$ cat src/design/fbsc_pkg.sv
package fbsc_pkg;

   // Parser phases, one-hot.
   typedef enum logic [5:0] {
      PH_HEADER = 6'b000001,
      PH_SKIP   = 6'b000010,
      PH_TEXT   = 6'b000100,
      PH_HEX    = 6'b001000,
      PH_DONE   = 6'b010000,
      PH_HALT   = 6'b100000
   } phase_type;

   // Event codes carried by a result without a character.
   localparam logic [1:0] EV_NONE    = 2'd0;
   localparam logic [1:0] EV_END     = 2'd1;
   localparam logic [1:0] EV_UNIMPL  = 2'd2;
   localparam logic [1:0] EV_UNKNOWN = 2'd3;

   // Block types found in the fifth header byte.
   localparam logic [7:0] KIND_SKIP     = 8'd0;
   localparam logic [7:0] KIND_TEXT     = 8'd1;
   localparam logic [7:0] KIND_HEX      = 8'd2;
   localparam logic [7:0] KIND_UNIMPL_A = 8'd3;
   localparam logic [7:0] KIND_UNIMPL_B = 8'd4;
   localparam logic [7:0] KIND_END      = 8'd5;

   // Header layout: four size bytes, then the type byte, then one spare byte.
   localparam logic [2:0] HDR_KIND_IDX = 3'd4;

   // Amounts subtracted from the block size to get the body length.
   localparam logic [32:0] SKIP_OVERHEAD = 33'd6;
   localparam logic [32:0] BODY_OVERHEAD = 33'd2;

   localparam logic [7:0] CHAR_CR = 8'h0D;
   localparam logic [7:0] CHAR_LF = 8'h0A;

   // Register indexes and reset values.
   localparam logic REG_IGNORE_ERRORS = 1'b0;
   localparam logic REG_LINE_BYTES    = 1'b1;
   localparam logic [7:0] LINE_BYTES_RESET = 8'd40;
   localparam logic [8:0] LINE_BYTES_MAX   = 9'd256;

   typedef struct packed {
      logic       ignore_errors;
      logic [7:0] line_bytes;
   } cfg_type;

   // Up to three results caused by one input item.
   typedef struct packed {
      logic [1:0]      count;
      logic [1:0]      ev;
      logic [2:0][7:0] ch;
   } group_type;

   function automatic logic [7:0] hex_digit(input logic [3:0] v);
      logic [7:0] wide;
      wide = {4'd0, v};
      return (v < 4'd10) ? (8'h30 + wide) : (8'h37 + wide);
   endfunction

endpackage

$ cat src/design/fbsc_parser.sv
module fbsc_parser
   import fbsc_pkg::*;
(
   input  logic       clock,
   input  logic       reset,
   input  logic       step,
   input  logic [7:0] data_byte,
   input  logic       new_file,
   input  cfg_type    cfg,
   output group_type  grp
);

   phase_type   phase_ff, phase_in;
   logic [2:0]  hidx_ff, hidx_in;
   logic [31:0] size_ff, size_in;
   logic [7:0]  kind_ff, kind_in;
   logic [31:0] left_ff, left_in;
   logic [7:0]  lcount_ff, lcount_in;

   phase_type   eff_phase;
   logic [2:0]  eff_hidx;
   logic [32:0] overhead;
   logic [32:0] body_len;
   logic        body_nonempty;
   logic [31:0] left_dec;
   logic [8:0]  line_next;
   logic [8:0]  line_limit;
   phase_type   body_phase;
   logic [1:0]  ev;

   always_comb begin
      // A new file restarts the header from any phase.
      eff_phase = new_file ? PH_HEADER : phase_ff;
      eff_hidx  = new_file ? 3'd0 : hidx_ff;

      overhead      = (kind_ff == KIND_SKIP) ? SKIP_OVERHEAD : BODY_OVERHEAD;
      body_len      = {size_ff[31], size_ff} - overhead;
      body_nonempty = !body_len[32] && (body_len[31:0] != 32'd0);
      left_dec      = left_ff - 32'd1;
      line_next     = {1'b0, lcount_ff} + 9'd1;
      line_limit    = (cfg.line_bytes == 8'd0) ? LINE_BYTES_MAX : {1'b0, cfg.line_bytes};

      phase_in  = eff_phase;
      hidx_in   = eff_hidx;
      size_in   = size_ff;
      kind_in   = kind_ff;
      left_in   = left_ff;
      lcount_in = lcount_ff;
      grp       = '0;
      body_phase = PH_HEADER;
      ev        = EV_NONE;

      case (eff_phase)
         PH_HEADER: begin
            if (eff_hidx < HDR_KIND_IDX) begin
               size_in = (eff_hidx == 3'd0) ? {24'd0, data_byte} : {size_ff[23:0], data_byte};
               hidx_in = eff_hidx + 3'd1;
            end else if (eff_hidx == HDR_KIND_IDX) begin
               kind_in = data_byte;
               hidx_in = eff_hidx + 3'd1;
            end else begin
               hidx_in = 3'd0;
               case (kind_ff)
                  KIND_SKIP:     body_phase = PH_SKIP;
                  KIND_TEXT:     body_phase = PH_TEXT;
                  KIND_HEX:      body_phase = PH_HEX;
                  KIND_END:      ev = EV_END;
                  KIND_UNIMPL_A: ev = EV_UNIMPL;
                  KIND_UNIMPL_B: ev = EV_UNIMPL;
                  default:       ev = EV_UNKNOWN;
               endcase
               if (ev == EV_NONE) begin
                  if (body_nonempty) begin
                     left_in   = body_len[31:0];
                     lcount_in = 8'd0;
                     phase_in  = body_phase;
                  end else begin
                     left_in  = 32'd0;
                     phase_in = PH_HEADER;
                  end
               end else if (ev == EV_END) begin
                  phase_in = PH_DONE;
               end else begin
                  phase_in = cfg.ignore_errors ? PH_HEADER : PH_HALT;
               end
               if (ev != EV_NONE) begin
                  grp.count = 2'd1;
                  grp.ev    = ev;
               end
            end
         end
         PH_SKIP, PH_TEXT, PH_HEX: begin
            left_in = left_dec;
            if (left_dec == 32'd0) begin
               phase_in = PH_HEADER;
            end
            if (eff_phase == PH_TEXT) begin
               grp.count = 2'd1;
               grp.ch[0] = (data_byte == CHAR_CR) ? CHAR_LF : data_byte;
            end else if (eff_phase == PH_HEX) begin
               grp.ch[0] = hex_digit(data_byte[7:4]);
               grp.ch[1] = hex_digit(data_byte[3:0]);
               if (line_next >= line_limit) begin
                  grp.count = 2'd3;
                  grp.ch[2] = CHAR_LF;
                  lcount_in = 8'd0;
               end else begin
                  grp.count = 2'd2;
                  lcount_in = line_next[7:0];
               end
            end
         end
         default: begin
         end
      endcase
   end

   always_ff @(posedge clock) begin
      if (reset) begin
         phase_ff  <= PH_HEADER;
         hidx_ff   <= 3'd0;
         size_ff   <= 32'd0;
         kind_ff   <= 8'd0;
         left_ff   <= 32'd0;
         lcount_ff <= 8'd0;
      end else if (step) begin
         phase_ff  <= phase_in;
         hidx_ff   <= hidx_in;
         size_ff   <= size_in;
         kind_ff   <= kind_in;
         left_ff   <= left_in;
         lcount_ff <= lcount_in;
      end
   end

endmodule

$ cat src/design/font_block_stream_converter.sv
// Font block stream converter. Input items are the raw bytes of a font file,
// one per item, with req_tuser marking the first byte of a new file. Each
// block of the file opens with a six-byte header (32-bit big-endian signed
// size, type byte, spare byte); skip blocks are dropped, text blocks are
// copied with CR turned into LF, hex blocks come out as two uppercase hex
// digits per byte with a newline after every line_bytes bytes, and the end,
// unimplemented and unknown types each give one event result. Every item is
// decoded in the cycle it is accepted, and its results (zero to three) are
// held in one result register that drives a single output item per cycle
// while rsp_tready is high; rsp_tlast marks the final result of an input
// item. A hex byte's two or three results therefore leave one after another
// on the single-width result port. The next input item is taken in the same
// cycle that the last pending result leaves. Configuration is to be written
// over the APB-style port only while the block is idle; the block itself
// does not enforce this.
module font_block_stream_converter
   import fbsc_pkg::*;
(
   input  logic        clock,
   input  logic        reset,

   input  logic        req_tvalid,
   output logic        req_tready,
   input  logic [7:0]  req_tdata,   // [7:0] data_byte
   input  logic        req_tuser,   // [0] new_file

   output logic        rsp_tvalid,
   input  logic        rsp_tready,
   output logic [7:0]  rsp_tdata,   // [7:0] out_char
   output logic [2:0]  rsp_tuser,   // [0] char_valid, [2:1] event_res
   output logic        rsp_tlast,

   input  logic        csr_psel,
   input  logic        csr_penable,
   input  logic        csr_pwrite,
   input  logic [2:0]  csr_paddr,
   input  logic [31:0] csr_pwdata,
   output logic [31:0] csr_prdata,
   output logic        csr_pready
);

   cfg_type    cfg_ff;
   group_type  parsed;
   group_type  grp_ff;
   logic       grp_valid_ff;
   logic [1:0] pos_ff;

   logic       csr_write;
   logic       req_accept;
   logic       out_take;
   logic       last_take;

   // Configuration registers. Only paddr[2] selects the register.
   assign csr_pready = 1'b1;
   assign csr_write  = csr_psel && csr_penable && csr_pwrite && csr_pready;

   always_ff @(posedge clock) begin
      if (reset) begin
         cfg_ff.ignore_errors <= 1'b0;
         cfg_ff.line_bytes    <= LINE_BYTES_RESET;
      end else if (csr_write) begin
         case (csr_paddr[2])
            REG_IGNORE_ERRORS: cfg_ff.ignore_errors <= csr_pwdata[0];
            REG_LINE_BYTES:    cfg_ff.line_bytes    <= csr_pwdata[7:0];
            default: begin
            end
         endcase
      end
   end

   always_comb begin
      case (csr_paddr[2])
         REG_IGNORE_ERRORS: csr_prdata = {31'd0, cfg_ff.ignore_errors};
         REG_LINE_BYTES:    csr_prdata = {24'd0, cfg_ff.line_bytes};
         default:           csr_prdata = 32'd0;
      endcase
   end

   // Handshakes. A new item may enter when the result register is empty or
   // its final result leaves in this cycle.
   assign out_take   = rsp_tvalid && rsp_tready;
   assign last_take  = out_take && (pos_ff == (grp_ff.count - 2'd1));
   assign req_tready = !grp_valid_ff || last_take;
   assign req_accept = req_tvalid && req_tready;

   fbsc_parser u_parser (
      .clock     (clock),
      .reset     (reset),
      .step      (req_accept),
      .data_byte (req_tdata),
      .new_file  (req_tuser),
      .cfg       (cfg_ff),
      .grp       (parsed)
   );

   // Result register and the position of the result being presented.
   always_ff @(posedge clock) begin
      if (reset) begin
         grp_valid_ff <= 1'b0;
         pos_ff       <= 2'd0;
      end else if (req_accept && (parsed.count != 2'd0)) begin
         grp_valid_ff <= 1'b1;
         pos_ff       <= 2'd0;
      end else if (last_take) begin
         grp_valid_ff <= 1'b0;
         pos_ff       <= 2'd0;
      end else if (out_take) begin
         pos_ff <= pos_ff + 2'd1;
      end
   end

   always_ff @(posedge clock) begin
      if (req_accept && (parsed.count != 2'd0)) begin
         grp_ff <= parsed;
      end
   end

   assign rsp_tvalid = grp_valid_ff;
   assign rsp_tdata  = (grp_ff.ev == EV_NONE) ? grp_ff.ch[pos_ff] : 8'd0;
   assign rsp_tuser  = {grp_ff.ev, grp_ff.ev == EV_NONE};
   assign rsp_tlast  = pos_ff == (grp_ff.count - 2'd1);

   // The presented position always lies inside the stored group.
   a_pos_in_group: assert property (@(posedge clock) disable iff (reset)
      grp_valid_ff |-> (pos_ff < grp_ff.count))
      else $error("result position beyond group size");

   // An event is always a group of one result.
   a_event_single: assert property (@(posedge clock) disable iff (reset)
      (grp_valid_ff && (grp_ff.ev != EV_NONE)) |-> (grp_ff.count == 2'd1))
      else $error("event result group holds more than one result");

   // A taken result that is not the last moves to the next one.
   a_pos_advance: assert property (@(posedge clock) disable iff (reset)
      (out_take && !last_take) |=> (grp_valid_ff && (pos_ff == $past(pos_ff) + 2'd1)))
      else $error("result position did not advance");

   // With the last result gone and nothing new entering, the output goes idle.
   a_drain_idle: assert property (@(posedge clock) disable iff (reset)
      (last_take && !req_accept) |=> !rsp_tvalid)
      else $error("stale result presented after group drained");

endmodule

$ cat config.mk
export PLATFORM = sky130hd
export DESIGN_NAME = font_block_stream_converter
export DESIGN_NICKNAME = d
export VERILOG_FILES = /design/src/design/fbsc_pkg.sv /design/src/design/fbsc_parser.sv /design/src/design/font_block_stream_converter.sv
export SDC_FILE = /design/constraint.sdc
export NUM_CORES = 1
export LEC_CHECK = 0
export BUFFER_PORTS_ARGS = -buffer_cell sky130_fd_sc_hd__buf_2
export CAP_MARGIN = 0
export CORE_ASPECT_RATIO = 0.7
export CORE_UTILIZATION = 59
export CTS_CLUSTER_SIZE = 12
export DETAILED_ROUTE_END_ITERATION = 16
export PLACE_DENSITY = 0.91
export SYNTH_ARGS = -nofsm -noshare
export SYNTH_HDL_FRONTEND = slang
export SYNTH_SLANG_ARGS = --single-unit
$ cat constraint.sdc
create_clock -name clock -period 5.6 [get_ports clock]
set_clock_uncertainty 0.2 [all_clocks]
set_input_delay 0.84 -clock clock [delete_from_list [all_inputs] [get_ports clock]]
set_output_delay 0.84 -clock clock [all_outputs]
set_load 0.05 [all_outputs]
Yosys cells after proc, flatten, opt, wreduce, memory -nomap -nowiden:

Cells that the tools add are included.

* add/subtract/negate cells: 10
* equality and inequality tests: 19
* shift-type cells: 0
* $lt $le $gt $ge: 5
* multiplexer cells: 53
* reductions and logical operators: 33
* div/mod/pow operators: 0
* bitwise gates (word level): 6
* multipliers: 0

Operator list (number)
* 32-bit 2-to-1 mux: 5
* 32-bit one-hot mux with 2 select lines: 2
* 8-bit 2-to-1 mux: 13
* 6-bit 2-to-1 mux: 7
* 33-bit subtractor: 1
* 32-bit zero test: 1
* 32-bit nonzero test: 1
* 32-bit by 1-bit subtractor with 32-bit output, second input constant: 1
* 6-bit by 4-bit adder with 7-bit output, first input constant: 4
* 3-bit 2-to-1 mux: 7
* 8-bit binary-select mux with 2-bit select: 1
* 8-bit by 2-bit == test with 1-bit output, second input constant: 2
* 8-bit by 3-bit == test with 1-bit output, second input constant: 2
* 8-bit zero test: 2
* 8-bit one-hot mux with 2 select lines: 1
* 4-bit 2-to-1 mux: 3
* 4-bit one-hot mux with 3 select lines: 1
* 6-bit one-hot mux with 2 select lines: 1
* 3-bit OR reduction: 4
* 2-bit 2-to-1 mux: 5
* 8-bit by 1-bit adder with 9-bit output, second input constant: 1
* 9-bit greater-or-equal comparator: 1
* 9-bit 2-to-1 mux: 1
* 8-bit by 1-bit == test with 1-bit output, second input constant: 1
* 34 further kinds: 58

* logic and storage cells: 141
* output and inout port bits: 47
* latch bits: 0
* register bits after elaboration: 125
* memories: 0
* input bits: 51
* bits in writable memories: 0
* ROM bits: 0

Logic depth before layout (Yosys ltp):

Gate-level depths: netlist (run 1).

* depth after elaboration: 14
* gate-level depth with buffers: 14

Modules after synthesis:

Synthesis (run 1) repeated with hierarchy kept, for this count alone.

* cell total of the unflattened synthesis: 1054
* area total of the unflattened synthesis: 8351.8 um^2

By module, submodules not included
* fbsc_parser: cells an instance 880, times used 1, sequential area each 1781.7 um^2, area each 6438.7 um^2
* font_block_stream_converter: cells an instance 174, times used 1, sequential area each 1081.0 um^2, area each 1913.1 um^2

Least setup slack after synthesis (run 1):

OpenSTA, ideal clock, no wires.

* path type: reg2reg
* start: register u_parser.kind_ff[4]
* end: register u_parser.lcount_ff[0]
* period minus slack after synthesis: 4.445 ns
* path buffers: 1
* arrival: 4.121 ns
* stages on the path, launching flop included: 14
* slack: 1.155 ns
* cell sequence: dfxtp_1 > or4_1 > nor3_1 > nand2_1 > ha_1 > a211oi_1 > mux2i_1 > a22oi_1 > or4_1 > or4_4 > a311oi_4 > or2_1 > buf_6 > o31ai_1

* cells in the longest elaborated chain, start to end: 9

RTL lines
* start: declaration: RTL line fbsc_parser.sv:16 `logic [7:0] kind_ff, kind_in;`
* start signal: assignment: RTL line fbsc_parser.sv:130 `kind_ff <= kind_in;`
* branches (longest 8 deep; another with 33-bit subtractor)
* 8-bit AND reduction (no source line) (*)
* end signal: assignment: RTL line fbsc_parser.sv:132 `lcount_ff <= lcount_in;`
* end: declaration: RTL line fbsc_parser.sv:18 `logic [7:0] lcount_ff, lcount_in;`

Mark *: on every way between the ends. The select of a mux whose other input is x is not followed.
A chain may end at the register's enable or synchronous reset.

Final worst setup path (run 1):

* start: register u_parser.kind_ff[4]
* end: register u_parser.lcount_ff[6]

Same word-level chain as after synthesis.

==> results of run 1 <==
==> final cells by class <==
type	count	share of cell area, %
clock buffer	20	5.84
clock inverter	12	1.44
inverter	28	1.23
multi-input combinational	807	55.2
sequential	121	30.6
tap	162	2.36
timing repair buffer	53	3.33
==> final timing paths <==
| kind | end | slack, ns | start | depth (start not counted) |
|---|---|---|---|---|
| max | u_parser.lcount_ff[6]$_SDFFE_PP0P_ | 0.32 | u_parser.kind_ff[4]$_SDFFE_PP0P_ | 13 |
| min | cfg_ff[4]$_SDFFE_PP0P_ | 0.28 | cfg_ff[4]$_SDFFE_PP0P_ | 2 |
| max reg2reg | u_parser.lcount_ff[6]$_SDFFE_PP0P_ | 0.32 | u_parser.kind_ff[4]$_SDFFE_PP0P_ | 13 |
| min reg2reg | cfg_ff[4]$_SDFFE_PP0P_ | 0.28 | cfg_ff[4]$_SDFFE_PP0P_ | 2 |
==> state kept, by name, summed over array words and instances, names as in the netlist <==
name / flops
rsp_tuser: 2
u_parser.hidx_ff: 3
u_parser.left_ff: 32
cfg_ff: 9
u_parser.size_ff: 32
u_parser.lcount_ff: 8
grp_ff: 18
u_parser.kind_ff: 8
rsp_tvalid: 1
pos_ff: 2
u_parser.phase_ff: 6
==> cell families after synthesis <==
| logic type | Yosys count | synth area share [%] |
|---|---|---|
| AND/OR/NAND/NOR | 457 | 29.6 |
| buffers and inverters | 118 | 7.39 |
| other | 2 | 0.0959 |
| XOR/XNOR | 38 | 4.25 |
| adder cells (fa/ha/maj) | 20 | 3.29 |
| AO/OA/AOI/OAI | 248 | 19.5 |
| multiplexers | 19 | 2.44 |
| flip-flops | 121 | 33.5 |
==> Yosys cell counts (8+ instances only) <==
cell and count:
a211oi_1 8, a21oi_1 93, a22oi_1 10, buf_4 27, clkbuf_1 53, dfxtp_1 101
edfxtp_1 20, ha_1 19, inv_1 27, mux2i_1 18, nand2_1 112, nand2b_1 15
nand3_1 47, nand4_1 15, nor2_1 113, nor2b_1 15, nor3_1 35, nor4_1 26
o21ai_0 60, o21ai_1 9, o31ai_1 11, or3_1 16, or4_1 13, xnor2_1 21
xor2_1 17
==> layer usage <==
layer / global-route usage, % / vias up / routed length (um)
li1: - / 3641 / -
met1: 48.7 / 3719 / 9700
met2: 47.7 / 540 / 9660
met3: 9.43 / 63 / 2880
met4: 9.89 / 0 / 446
met5: 0 / - / 0
==> power groups by stage <==
stage	sequential, mW	clock (mW)	combinational [mW]
3_3_place_gp	0.916	0	0.236
5_1_grt	0.899	1.19	0.268
3_5_place_dp	0.917	0	0.240
2_1_floorplan	0.911	0	0.195
6_report	0.899	1.14	0.255
4_1_cts	0.898	1.14	0.244
==> critical path, delay by kind of cell, from the launching register on <==
| family | cells | cell delay [ns] |
|---|---|---|
| and+or+nand+nor | 8 | 3.31 |
| AOI/OAI and AO/OA | 3 | 0.88 |
| adders and majority gates | 1 | 0.32 |
| DFF | 1 | 0.31 |
| buffers and inverters | 1 | 0.14 |
==> stage by stage <==
stage | setup slack, ns | std cells | hold slack, ns | utilization (%)
floorplan | 1.16 | 1046 | 0.241 | -
global placement | 0.620 | 1171 | 0.253 | 62.7
detailed placement | 0.503 | 1171 | 0.268 | 62.7
CTS | 0.414 | 1203 | 0.280 | 67.6
global route | 0.119 | 1203 | 0.309 | 67.6
finish | 0.318 | 1203 | 0.279 | 67.6
==> results.toml, run 1 <==
[power]
ir_worst_vdd_mv = 0.206
power.density_nw_per_um2 = 268
power_mw = 2.30
p_seq_share_pct = 39.1
clockPowerShare_pct = 49.8
swShare_pct = 28.0
p_leak_nw = 3.32
intPower_mw = 1.65
switchingPower_mw = 0.644
p_comb_share_pct = 11.1

[clock_tree]
postCtsHoldBufs = 0
numCtsBuffers = 17
cts_tree = "yes"
post_cts_resized = 0
clk_latency_ns = 0.43
cts_setup_buffers = 0
clk_pin_slew_ns = 0.06
clk_path_buf_depth = 2
htreeDepth = 4
cts-root-buf = "clkbuf_16"
clkSinkCount = 121

[critical_path]
crit_path_top_delay_cell = "or4_1"
crit_arrival_ns = 5.39
crit_chain = "or4_1 -> nor3_1 -> nand2_1 -> inv_1 -> fa_1 -> or4b_4 -> o41ai_2 -> nand2_1 -> or4_1 -> or4_4 -> a311oi_4 -> or2_1 -> o21ai_1"
worst_path_largest_cell_delay_ns = 0.58
crit_required_ns = 5.71
worstPathMaxFanout = 9
cp-start-kind = "flip-flop"
critical_path_class = "flip-flop to flip-flop"
cp-end-kind = "flip-flop"

[routing]
wire_per_inst_um = 18.8
ant_nets = 0
drc_errors = 0
viasPerCell = 6.62
first_iter_violations = 1204
wl_mm = 22.7
via_count = 7963
drt_pre_antenna_iters = 8

[die]
initial_core_util_pct = 61.8
core-area_um2 = 12700
pin_count = 98
die_x_um = 140
rows = 34
chipHeight_um = 98.4
design.die.area_um2 = 13800

[run_status]
status = "finished clean"

[place]
placed_area_um2 = 7950
port_buffers = 46
hpwl_mm = 15.1
gp_congestion = 0.988

[finish]
fillers = 995
syn2layout_area_growth_pct = 9.42
regArea_um2 = 2620
drive_gt1_share_pct = 11.0
n_antenna_cell = 0
final_cell_mix = "nor2_1 (113), nand2_1 (112), dfxtp_1 (101), a21oi_1 (91), o21ai_0 (60)"
finalNetCount = 1099
final_area_um2 = 8570
multi_input_area_um2 = 4730
final_common_cell = "nor2_1"

[min_path]
min_path_type = "flip-flop to flip-flop"

[timing]
slew_viol_final = 0
grt_setup_unrepaired = "false"
fin_crit_sh_pct = 94.3
min_period_ns = 5.28
worstMarginPinSlew_ns = 1.23
setup_violations = 0
setup-tns-final_ns = 0
maxSlewHeadroom_pct = 17.6
final_hold_viol_count = 0
fmax_ghz = 0.189

[yosys]
synth_top_cell_by_area = "dfxtp_1"
synthArstFlopShare_pct = 0
ys_seq_area_share_pct = 33.5
ys_warn_count = 0
synth_cell_type_count = 77
synth-seq-cells = 121
syn_inst = 1023
syn_area_um2 = 7840
synth_top_area_share_pct = 25.8
syn_avg_cell_area_um2 = 7.66
ys.flop_type = "dfxtp_1"
synth_edf_count = 20
synth_area_leaders = "dfxtp_1 (26%), edfxtp_1 (7.7%), a21oi_1 (5.9%)"

[global_routing]
grt_pass1_vias = 6933
grt_max_degree = 105
grt_pass1_wl_mm = 36.4
overflow = 0
grt.total_usage_pct = 33.4
antenna_found_initial = 0

[flow_run]
cap_violations = 0
(Power assumes the default switching activity.)
==> run 2: changes to the inputs <==
- CORE_MARGIN: default -> 5
==> run 2 against run 1 <==
Effect of this change: clock power about the same; register-to-register slack better by 0.13 ns; sequential power about the same; non-clock buffer count up 1; core utilization down 2.2 points; design area about the same; clock-buffer cell count down 1; sequential share of layout area about the same; first-iteration DRC count down 20%.
==> results.toml, run 2 (synthesis gave the netlist of run 1 again) <==
[clock_tree]
clk_pin_slew_ns = 0.06
post_cts_resized = 0
numCtsBuffers = 17
postCtsHoldBufs = 0
htreeDepth = 4
clk_path_buf_depth = 2
clkSinkCount = 121
cts_setup_buffers = 0
clk_latency_ns = 0.43
cts-root-buf = "clkbuf_16"
cts_tree = "yes"

[critical_path]
worstPathMaxFanout = 9
cp-end-kind = "flip-flop"
crit_required_ns = 5.70
crit_arrival_ns = 5.26
cp-start-kind = "flip-flop"
rrSetupSlack_ns = 0.44
critical_path_class = "flip-flop to flip-flop"

[finish]
multi_input_area_um2 = 4730
n_antenna_cell = 0
finalNetCount = 1100
final_area_um2 = 8570
regArea_um2 = 2620
final_common_cell = "nor2_1"
fillers = 1068
drive_gt1_share_pct = 11.0
syn2layout_area_growth_pct = 9.33
largestRegisters = "u_parser.left_ff (32), u_parser.size_ff (32), grp_ff (18)"
final_cell_mix = "nor2_1 (113), nand2_1 (112), dfxtp_1 (101), a21oi_1 (91), o21ai_0 (60)"

[place]
placed_area_um2 = 7960
port_buffers = 46
gp_congestion = 0.998
hpwl_mm = 15.6

[timing]
fmax_ghz = 0.194
final_hold_viol_count = 0
fin_crit_sh_pct = 92.1
min_period_ns = 5.16
maxSlewHeadroom_pct = 16.8
grt_setup_unrepaired = "false"
setup_violations = 0
worstMarginPinSlew_ns = 1.24
setup-tns-final_ns = 0
slew_viol_final = 0

[global_routing]
antenna_found_initial = 0
grt_pass1_wl_mm = 36.4
overflow = 0
grt_max_degree = 105
grt_pass1_vias = 7063
grt.total_usage_pct = 28.8

[die]
design.die.area_um2 = 15700
chipHeight_um = 106
die_x_um = 148
rows = 35
pin_count = 98
core-area_um2 = 13100
initial_core_util_pct = 59.8

[run_status]
status = "finished clean"

[power]
p_leak_nw = 3.31
ir_worst_vdd_mv = 0.204
power.density_nw_per_um2 = 268

[min_path]
min_path_type = "flip-flop to flip-flop"

[routing]
drc_errors = 0
first_iter_violations = 960
ant_nets = 0
wire_per_inst_um = 19.0
via_count = 7861
drt_pre_antenna_iters = 6
viasPerCell = 6.51
wl_mm = 22.9

[flow_run]
cap_violations = 0
-- run 2: changes by cell type in the layout (fill, tap and decap cells not counted), sizes merged --
| cell | delta |
|---|---|
| buf | +1 |
| bufinv | +1 |
| clkbuf | -1 |
| clkinv | -3 |
| clkinvlp | +3 |
-- run 2: path summary, 6_finish.rpt --
path | to | from | cells past startpoint
setup / recovery | u_parser.lcount_ff[4]$_SDFFE_PP0P_ | u_parser.kind_ff[4]$_SDFFE_PP0P_ | 12
hold / removal | cfg_ff[2]$_SDFFE_PP0P_ | cfg_ff[2]$_SDFFE_PP0P_ | 2
setup reg to reg | u_parser.lcount_ff[4]$_SDFFE_PP0P_ | u_parser.kind_ff[4]$_SDFFE_PP0P_ | 12
hold reg to reg | cfg_ff[2]$_SDFFE_PP0P_ | cfg_ff[2]$_SDFFE_PP0P_ | 2
-- run 2: power breakdown --
group          leakage [nW]  switching (mW)  internal, mW  total (mW)
Clock                 0.284           0.444         0.695        1.14
Combinational          2.05           0.185        0.0692       0.254
Sequential            0.971          0.0120         0.887       0.899
Total                  3.31           0.641          1.65        2.29
-- run 2: layer usage --
metal | GRT usage, % | vias to the layer above | part of all wire (%)
li1 | - | 3646 | -
met1 | 39.4 | 3708 | 41
met2 | 43.5 | 466 | 44
met3 | 9.71 | 41 | 13
met4 | 8.24 | 0 | 1.5
met5 | 0 | - | 0
-- run 2: layout make-up --
cell class,count,area share (%)
inverters,28,1.23
well taps,166,2.42
flip-flops and latches,121,30.6
repair buffers,54,3.42
clock inverters,13,1.64
clock buffers,19,5.42
multi-input cells,807,55.3
-- run 2: through the flow --
stage | hold slack [ns] | power, mW | std cells | setup slack [ns] | utilization [%]
after CTS | 0.270 | 2.28 | 1208 | 0.499 | 65.4
after floorplan | 0.241 | 1.11 | 1046 | 1.16 | -
after global placement | 0.253 | 1.16 | 1176 | 0.642 | 60.8
after detailed placement | 0.262 | 1.16 | 1176 | 0.508 | 60.8
final | 0.274 | 2.29 | 1208 | 0.445 | 65.4
after global routing | 0.299 | 2.35 | 1208 | 0.163 | 65.4
-- run 2: worst max-delay path, stage by stage, from the launching register on --
cell	delay, ns
dfxtp_1	0.30
or4_1	0.58
nor3_1	0.44
nand2_1	0.18
ha_1	0.36
a211oi_1	0.52
mux2i_1	0.25
a22oi_1	0.11
or4_1	0.52
or4_4	0.58
a311oi_4	0.52
or2_1	0.34
o21ai_1	0.12
